`src/hdl/sid_pkg.sv`:
```
// Shared types and constants of the signed integer divider
`timescale 1ns / 1ps

package sid_pkg;

    localparam int DATA_W = 32;
    localparam int REM_W  = 31;
    localparam int CNT_W  = $clog2(DATA_W);

    localparam logic [1:0] STATUS_OK   = 2'd0;
    localparam logic [1:0] STATUS_DIV0 = 2'd1;
    localparam logic [1:0] STATUS_OVF  = 2'd2;

    localparam logic [DATA_W-1:0] QUOT_SAT = {1'b0, {(DATA_W-1){1'b1}}};

    typedef struct packed {
        logic signed [DATA_W-1:0] dividend;
        logic signed [DATA_W-1:0] divisor_value;
    } operand_t;

    typedef struct packed {
        logic signed [DATA_W-1:0] quotient;
        logic        [REM_W-1:0]  remainder;
        logic        [1:0]        status;
    } result_t;

    typedef enum logic [2:0] {
        ST_IDLE   = 3'b001,
        ST_RUN    = 3'b010,
        ST_FINISH = 3'b100
    } state_t;

endpackage

```
`src/hdl/signed_integer_divider.sv`:
```
// Top level of the signed integer divider
//
//   channel   direction  handshake                      word
//   operand   in         operand_valid / operand_ready  dividend, divisor_value
//   result    out        result_valid / result_ready    quotient, remainder, status
//
// One word at a time: an accept step, the shift-subtract loop, a done step and a
// finish step per word; a zero divisor skips the loop.
// The shift-subtract loop in sid_divcore produces one quotient bit a cycle.
// A new operand is taken while a finished result waits in the output register.
// A stalled result holds the finish step until the output register frees.
// Reset clears the control state; no clearing pass.
`timescale 1ns / 1ps

module signed_integer_divider
(
    input  logic              clk,
    input  logic              rst_n,
    input  logic              operand_valid,
    output logic              operand_ready,
    input  sid_pkg::operand_t operand,
    output logic              result_valid,
    input  logic              result_ready,
    output sid_pkg::result_t  result
);

    sid_pkg::state_t            state_reg, state_next;
    logic                       negate_reg, negate_next;
    logic                       div_zero_reg, div_zero_next;
    logic                       result_valid_reg, result_valid_next;
    sid_pkg::result_t           result_reg, result_next;
    sid_pkg::result_t           fixed;
    logic [sid_pkg::DATA_W-1:0] dividend_mag;
    logic [sid_pkg::DATA_W-1:0] divisor_mag;
    logic [sid_pkg::DATA_W-1:0] quotient_mag;
    logic [sid_pkg::DATA_W-1:0] remainder_mag;
    logic                       accept;
    logic                       start;
    logic                       done;
    logic                       load;

    assign operand_ready = (state_reg == sid_pkg::ST_IDLE);
    assign accept        = operand_valid && operand_ready;

    always_comb
    begin
        dividend_mag = operand.dividend[sid_pkg::DATA_W-1] ?
                       ~operand.dividend + 1'b1 : operand.dividend;
        divisor_mag  = operand.divisor_value[sid_pkg::DATA_W-1] ?
                       ~operand.divisor_value + 1'b1 : operand.divisor_value;
    end

    assign start = accept && (divisor_mag != '0);
    assign load  = (state_reg == sid_pkg::ST_FINISH) && (!result_valid_reg || result_ready);

    sid_divcore u_divcore
    (
        .clk           (clk),
        .rst_n         (rst_n),
        .start         (start),
        .dividend_mag  (dividend_mag),
        .divisor_mag   (divisor_mag),
        .done          (done),
        .quotient_mag  (quotient_mag),
        .remainder_mag (remainder_mag)
    );

    sid_fix u_fix
    (
        .quotient_mag  (quotient_mag),
        .remainder_mag (remainder_mag),
        .negate        (negate_reg),
        .div_zero      (div_zero_reg),
        .result        (fixed)
    );

    always_comb
    begin
        state_next        = state_reg;
        negate_next       = negate_reg;
        div_zero_next     = div_zero_reg;
        result_next       = result_reg;
        result_valid_next = result_valid_reg;

        if (result_valid_reg && result_ready)
        begin
            result_valid_next = 1'b0;
        end

        unique case (state_reg)
            sid_pkg::ST_IDLE:
            begin
                if (accept)
                begin
                    negate_next   = operand.dividend[sid_pkg::DATA_W-1] ^
                                    operand.divisor_value[sid_pkg::DATA_W-1];
                    div_zero_next = (divisor_mag == '0);
                    state_next    = (divisor_mag == '0) ? sid_pkg::ST_FINISH : sid_pkg::ST_RUN;
                end
            end
            sid_pkg::ST_RUN:
            begin
                if (done)
                begin
                    state_next = sid_pkg::ST_FINISH;
                end
            end
            sid_pkg::ST_FINISH:
            begin
                if (load)
                begin
                    result_next       = fixed;
                    result_valid_next = 1'b1;
                    state_next        = sid_pkg::ST_IDLE;
                end
            end
            default:
            begin
                state_next = sid_pkg::ST_IDLE;
            end
        endcase
    end

    always_ff @(posedge clk or negedge rst_n)
    begin
        if (!rst_n)
        begin
            state_reg        <= sid_pkg::ST_IDLE;
            result_valid_reg <= 1'b0;
            negate_reg       <= 1'b0;
            div_zero_reg     <= 1'b0;
        end
        else
        begin
            state_reg        <= state_next;
            result_valid_reg <= result_valid_next;
            negate_reg       <= negate_next;
            div_zero_reg     <= div_zero_next;
        end
    end

    always_ff @(posedge clk)
    begin
        result_reg <= result_next;
    end

    assign result_valid = result_valid_reg;
    assign result       = result_reg;

endmodule

```
`src/hdl/sid_divcore.sv`:
```
// Restoring shift-subtract divider on magnitudes, one quotient bit per cycle
`timescale 1ns / 1ps

module sid_divcore
(
    input  logic                       clk,
    input  logic                       rst_n,
    input  logic                       start,
    input  logic [sid_pkg::DATA_W-1:0] dividend_mag,
    input  logic [sid_pkg::DATA_W-1:0] divisor_mag,
    output logic                       done,
    output logic [sid_pkg::DATA_W-1:0] quotient_mag,
    output logic [sid_pkg::DATA_W-1:0] remainder_mag
);

    localparam logic [sid_pkg::CNT_W-1:0] LAST_STEP = sid_pkg::CNT_W'(sid_pkg::DATA_W - 1);

    logic                       busy_reg, busy_next;
    logic                       done_reg, done_next;
    logic [sid_pkg::CNT_W-1:0]  count_reg, count_next;
    logic [sid_pkg::DATA_W-1:0] shift_reg, shift_next;
    logic [sid_pkg::DATA_W-1:0] rem_reg, rem_next;
    logic [sid_pkg::DATA_W-1:0] div_reg, div_next;
    logic [sid_pkg::DATA_W:0]   partial;
    logic [sid_pkg::DATA_W:0]   trial;
    logic                       qbit;

    always_comb
    begin
        partial = {rem_reg, shift_reg[sid_pkg::DATA_W-1]};
        trial   = partial - {1'b0, div_reg};
        qbit    = !trial[sid_pkg::DATA_W];

        busy_next  = busy_reg;
        done_next  = 1'b0;
        count_next = count_reg;
        shift_next = shift_reg;
        rem_next   = rem_reg;
        div_next   = div_reg;

        if (start)
        begin
            busy_next  = 1'b1;
            count_next = '0;
            shift_next = dividend_mag;
            rem_next   = '0;
            div_next   = divisor_mag;
        end
        else if (busy_reg)
        begin
            // shift in the next dividend bit, keep the difference when it fits
            shift_next = {shift_reg[sid_pkg::DATA_W-2:0], qbit};
            rem_next   = qbit ? trial[sid_pkg::DATA_W-1:0] : partial[sid_pkg::DATA_W-1:0];
            count_next = count_reg + 1'b1;
            if (count_reg == LAST_STEP)
            begin
                busy_next = 1'b0;
                done_next = 1'b1;
            end
        end
    end

    always_ff @(posedge clk or negedge rst_n)
    begin
        if (!rst_n)
        begin
            busy_reg  <= 1'b0;
            done_reg  <= 1'b0;
            count_reg <= '0;
        end
        else
        begin
            busy_reg  <= busy_next;
            done_reg  <= done_next;
            count_reg <= count_next;
        end
    end

    always_ff @(posedge clk)
    begin
        shift_reg <= shift_next;
        rem_reg   <= rem_next;
        div_reg   <= div_next;
    end

    assign done          = done_reg;
    assign quotient_mag  = shift_reg;
    assign remainder_mag = rem_reg;

endmodule

```
`src/hdl/sid_fix.sv`:
```
// Sign correction, saturation and status of a finished division
`timescale 1ns / 1ps

module sid_fix
(
    input  logic [sid_pkg::DATA_W-1:0] quotient_mag,
    input  logic [sid_pkg::DATA_W-1:0] remainder_mag,
    input  logic                       negate,
    input  logic                       div_zero,
    output sid_pkg::result_t           result
);

    always_comb
    begin
        result.remainder = remainder_mag[sid_pkg::REM_W-1:0];
        result.status    = sid_pkg::STATUS_OK;
        priority if (div_zero)
        begin
            result.quotient  = '0;
            result.remainder = '0;
            result.status    = sid_pkg::STATUS_DIV0;
        end
        else if (negate)
        begin
            result.quotient = ~quotient_mag + 1'b1;
        end
        else if (quotient_mag[sid_pkg::DATA_W-1])
        begin
            // clamp the one positive quotient that does not fit
            result.quotient = sid_pkg::QUOT_SAT;
            result.status   = sid_pkg::STATUS_OVF;
        end
        else
        begin
            result.quotient = quotient_mag;
        end
    end

endmodule

```
`config.mk`:
```
export PLATFORM = sky130hd
export DESIGN_NAME = signed_integer_divider
export DESIGN_NICKNAME = d
export VERILOG_FILES = /design/src/hdl/sid_pkg.sv /design/src/hdl/signed_integer_divider.sv /design/src/hdl/sid_divcore.sv /design/src/hdl/sid_fix.sv
export SDC_FILE = /design/constraint.sdc
export NUM_CORES = 1
export LEC_CHECK = 0
export BUFFER_PORTS_ARGS = -buffer_cell sky130_fd_sc_hd__clkbuf_2
export CAP_MARGIN = 30
export CORE_ASPECT_RATIO = 0.9
export CORE_UTILIZATION = 59
export DETAILED_ROUTE_END_ITERATION = 6
export GPL_ROUTABILITY_DRIVEN = 1
export PLACE_DENSITY_LB_ADDON = 0.05
export SYNTH_ARGS = -nofsm -noshare
export SYNTH_HDL_FRONTEND = slang
export SYNTH_SLANG_ARGS = --single-unit
```
`constraint.sdc`:
```
create_clock -name clk -period 4.9 [get_ports clk]
set_clock_uncertainty 0.1 [all_clocks]
set_input_delay 0 -clock clk [delete_from_list [all_inputs] [get_ports clk]]
set_output_delay 0 -clock clk [all_outputs]
set_load 0.005 [all_outputs]
```
==> results.py <==
metrics = {
    "routing": {
        "route.detailed.drc": 0,
        "drtAntennaViolNets": 0,
        "top_layer": "met4",
        "wire_per_inst_um": 17.59,
        "drt-initial-drc-count": 813,
        "vias": 9396,
        "wl_met2_mm": 11.20,
        "routed_wl_mm": 27.64,
        "drtPass1Iterations": 5,
        "met1_length_mm": 13.70,
        "wl_met3_mm": 2.256,
        "viasPerCell": 5.981,
    },
    "final_layout": {
        "ff_latch_area_um2": 4843,
        "final_nets": 1419,
        "fin_area_um2": 13310,
        "post_route_cells_drive_above_1_share": 0.1750,
        "n_fill_cell": 1395,
        "area_growth_pct": 19.89,
        "multi_input_area_um2": 5817,
        "n_antenna_cell": 0,
        "largest_reg_flops": 65,
    },
    "worst_hold_path": {
        "worstHoldStart": "operand[1]",
        "holdPathStages": 4,
        "min_path_type": "in -> reg",
        "whs_endpoint": "u_divcore.div_reg[5]$_DFFE_PN_",
    },
    "sta": {
        "maxSlewHeadroom": 0.5231,
        "maxSlewViolCount": 0,
        "tightest_slew_ns": 0.7137,
        "min_period_over_period": 0.9209,
        "setup_violations": 0,
        "timing.hold.ws_ns": 0.1379,
        "rsz0062_at_grt": "no",
        "fmax_ghz": 0.2216,
        "finalCriticalPeriod_ns": 4.512,
        "tns_ns": 0,
        "hold_violations": 0,
    },
    "clock_tree": {
        "cts_root_buf": "clkbuf_16",
        "cts_hold_buf": 75,
        "post-cts-setup-buffers": 0,
        "clk_latency_ns": 0.44,
        "htree_levels": 4,
        "clkTransAtPathRegs_ns": 0.07,
        "cts-resized-gates": 0,
        "cts_tree": "yes",
        "clockBufferDepth": 2,
        "cts_inserted_buffers": 17,
        "cts_num_sinks": 174,
    },
    "floorplanning": {
        "core_um2": 18410,
        "row_count": 47,
        "die_w_um": 146.6,
        "ios": 135,
        "dieArea_um2": 19360,
        "die_h_um": 132.1,
        "start_util": 0.6030,
    },
    "power_and_ir_drop": {
        "p_leak_nw": 5.238,
        "ir_drop_v": 0.0003152,
        "power_density_nw_per_um2": 596.2,
        "p_total_mw": 7.933,
    },
    "critical_path": {
        "startpoint_type": "input pin",
        "path_class": "in -> reg",
        "r2r_end": "u_divcore.remainder_mag[9]$_SDFFE_PN0P_",
        "cp_max_fo": 19,
        "arrival_ns": 4.59,
        "crit_chain": "dlygate4sd3_1, clkbuf_2, inv_1, ha_1, or4b_1, or4_1, nand2b_1, o31a_1, o211ai_1, a221o_1, nor4_4, nor2b_4, buf_4, mux2_2",
        "rr_worst_depth": 13,
        "r2r_start": "u_divcore.quotient_mag[31]$_DFFE_PP_",
        "r2r_slack_ns": 0.97,
        "cp_slowest_stage_delay_ns": 0.69,
        "cp-end-kind": "register",
        "required_ns": 4.98,
        "crit_slowest_cell": "or4_1",
    },
    "run_status": {
        "status": "finished clean",
    },
    "place": {
        "io_buffers": 134,
        "place.gp.congestion": 0.9090,
        "post_dp_cell_area_um2": 12000,
        "dp_hpwl_mm": 19.00,
    },
    "synth": {
        "ys_top_cells_by_count": "129 x edfxtp_1, 119 x nor2_1, 77 x xnor2_1",
        "yosys.area.top_type": "edfxtp_1",
        "post-synth-top-area-fraction": 0.3490,
        "synth_nets": 1239,
        "avgSynthCellArea_um2": 9.795,
        "synthCells": 1133,
        "async_reset_ff_frac": 0.07471,
        "synth_seq_cells": 174,
        "synthTopCellsByArea": "edfxtp_1 35%, xnor2_1 6.1%, dfxtp_1 5.8%",
        "ys_seq_area_frac": 0.4362,
        "synth_cell_types": 68,
        "synth-edff-count": 129,
        "synthFlopType": "edfxtp_1",
        "yosysWarnings": 0,
        "synth.most_common_cell": "edfxtp_1",
        "mappedNetlistArea_um2": 11100,
    },
    "job": {
        "maxCapViolCount": 0,
    },
    "global_routing": {
        "grt_max_degree": 73,
        "grt.total_usage": 0.2943,
        "antenna_found_initial": 0,
        "grt_pass1_vias": 8486,
        "grt_overflow": 0,
        "grt_first_pass_wirelength_mm": 44.77,
    },
}
## how the worst max path moves through the flow
stage | start | end | slack [ns] | depth (start not counted)
after global placement | operand[0] | u_divcore.quotient_mag[19]$_DFFE_PP_ | 0.61 | 13
after CTS | operand[0] | u_divcore.quotient_mag[31]$_DFFE_PP_ | 0.42 | 14
after global routing | operand[0] | u_divcore.quotient_mag[31]$_DFFE_PP_ | 0.18 | 14
after floorplan | u_divcore.quotient_mag[31]$_DFFE_PP_ | u_divcore.remainder_mag[27]$_SDFFE_PN0P_ | 0.92 | 14
after detailed placement | operand[0] | u_divcore.quotient_mag[22]$_DFFE_PP_ | 0.52 | 13
final | operand[0] | u_divcore.quotient_mag[31]$_DFFE_PP_ | 0.39 | 14
## metal layers
metal | GRT usage | up-vias
met4 | 0.08738 | 0
met3 | 0.05017 | 40
li1 | - | 4596
met5 | 0 | -
met2 | 0.3974 | 393
met1 | 0.4739 | 4367
## layout by cell type (no fill, tap or decap), types with 10 or more instances in the layout
cell type	count
a31oi_1	16
xnor2_1	77
nand2_1	65
nor3_1	33
edfxtp_1	129
nor2_1	118
mux2_2	15
a311oi_1	19
o21ai_0	53
dfxtp_1	32
nor4_1	13
a21oi_1	55
nand2b_1	22
inv_1	54
nand3_1	16
mux2_4	20
a211oi_1	34
or3_1	16
o41ai_1	11
dlygate4sd3_1	75
ha_1	37
clkbuf_2	134
nor2b_1	38
a21o_1	11
clkbuf_16	17
dfrtp_1	10
mux2i_1	29
or4_1	14
o31ai_1	17
## worst max-delay path: cells and delay by family
| family | cells | cell delay (ns) |
|---|---|---|
| AOI/OAI and AO/OA | 3 | 0.72 |
| adders and majority gates | 1 | 0.21 |
| buffers and inverters | 4 | 1.18 |
| muxes | 1 | 0.38 |
| and+or+nand+nor | 5 | 2.09 |
## per-stage QoR
stage               setup WS (ns)  cells  utilization
global placement           0.6069   1463       0.6502
detailed placement         0.5187   1464       0.6517
finish                     0.3876   1571       0.7229
global route               0.1832   1571       0.7229
CTS                        0.4230   1571       0.7229
floorplan                  0.9153   1133            -
## cell type report
type | instances | share of cell area
Clock buffer | 18 | 0.03225
Clock inverter | 14 | 0.009780
Inverter | 54 | 0.01523
Multi-Input combinational cell | 844 | 0.4372
Sequential cell | 174 | 0.3640
Tap cell | 245 | 0.02304
Timing Repair Buffer | 222 | 0.1185
## logic make-up (layout without fill, tap and decap cells)
logic type | after synthesis | count (layout) | synth area share
buffers and inverters | 115 | 308 | 0.04149
multiplexers | 64 | 64 | 0.06843
XOR/XNOR | 86 | 86 | 0.06787
AO/OA/AOI/OAI | 266 | 266 | 0.1618
flip-flops | 174 | 174 | 0.4362
AND/OR/NAND/NOR | 390 | 390 | 0.1807
adder cells (fa/ha/maj) | 38 | 38 | 0.04352
## power by group
| group | leakage (nW) | total (mW) | internal (mW) | switching [mW] |
|---|---|---|---|---|
| combinational | 3.30 | 3.89 | 1.83 | 2.07 |
| sequential | 1.66 | 2.73 | 2.22 | 0.514 |
| clock | 0.278 | 1.31 | 0.710 | 0.597 |
| total | 5.24 | 7.93 | 4.75 | 3.18 |
Note: power is estimated with default switching activity, not from simulation.
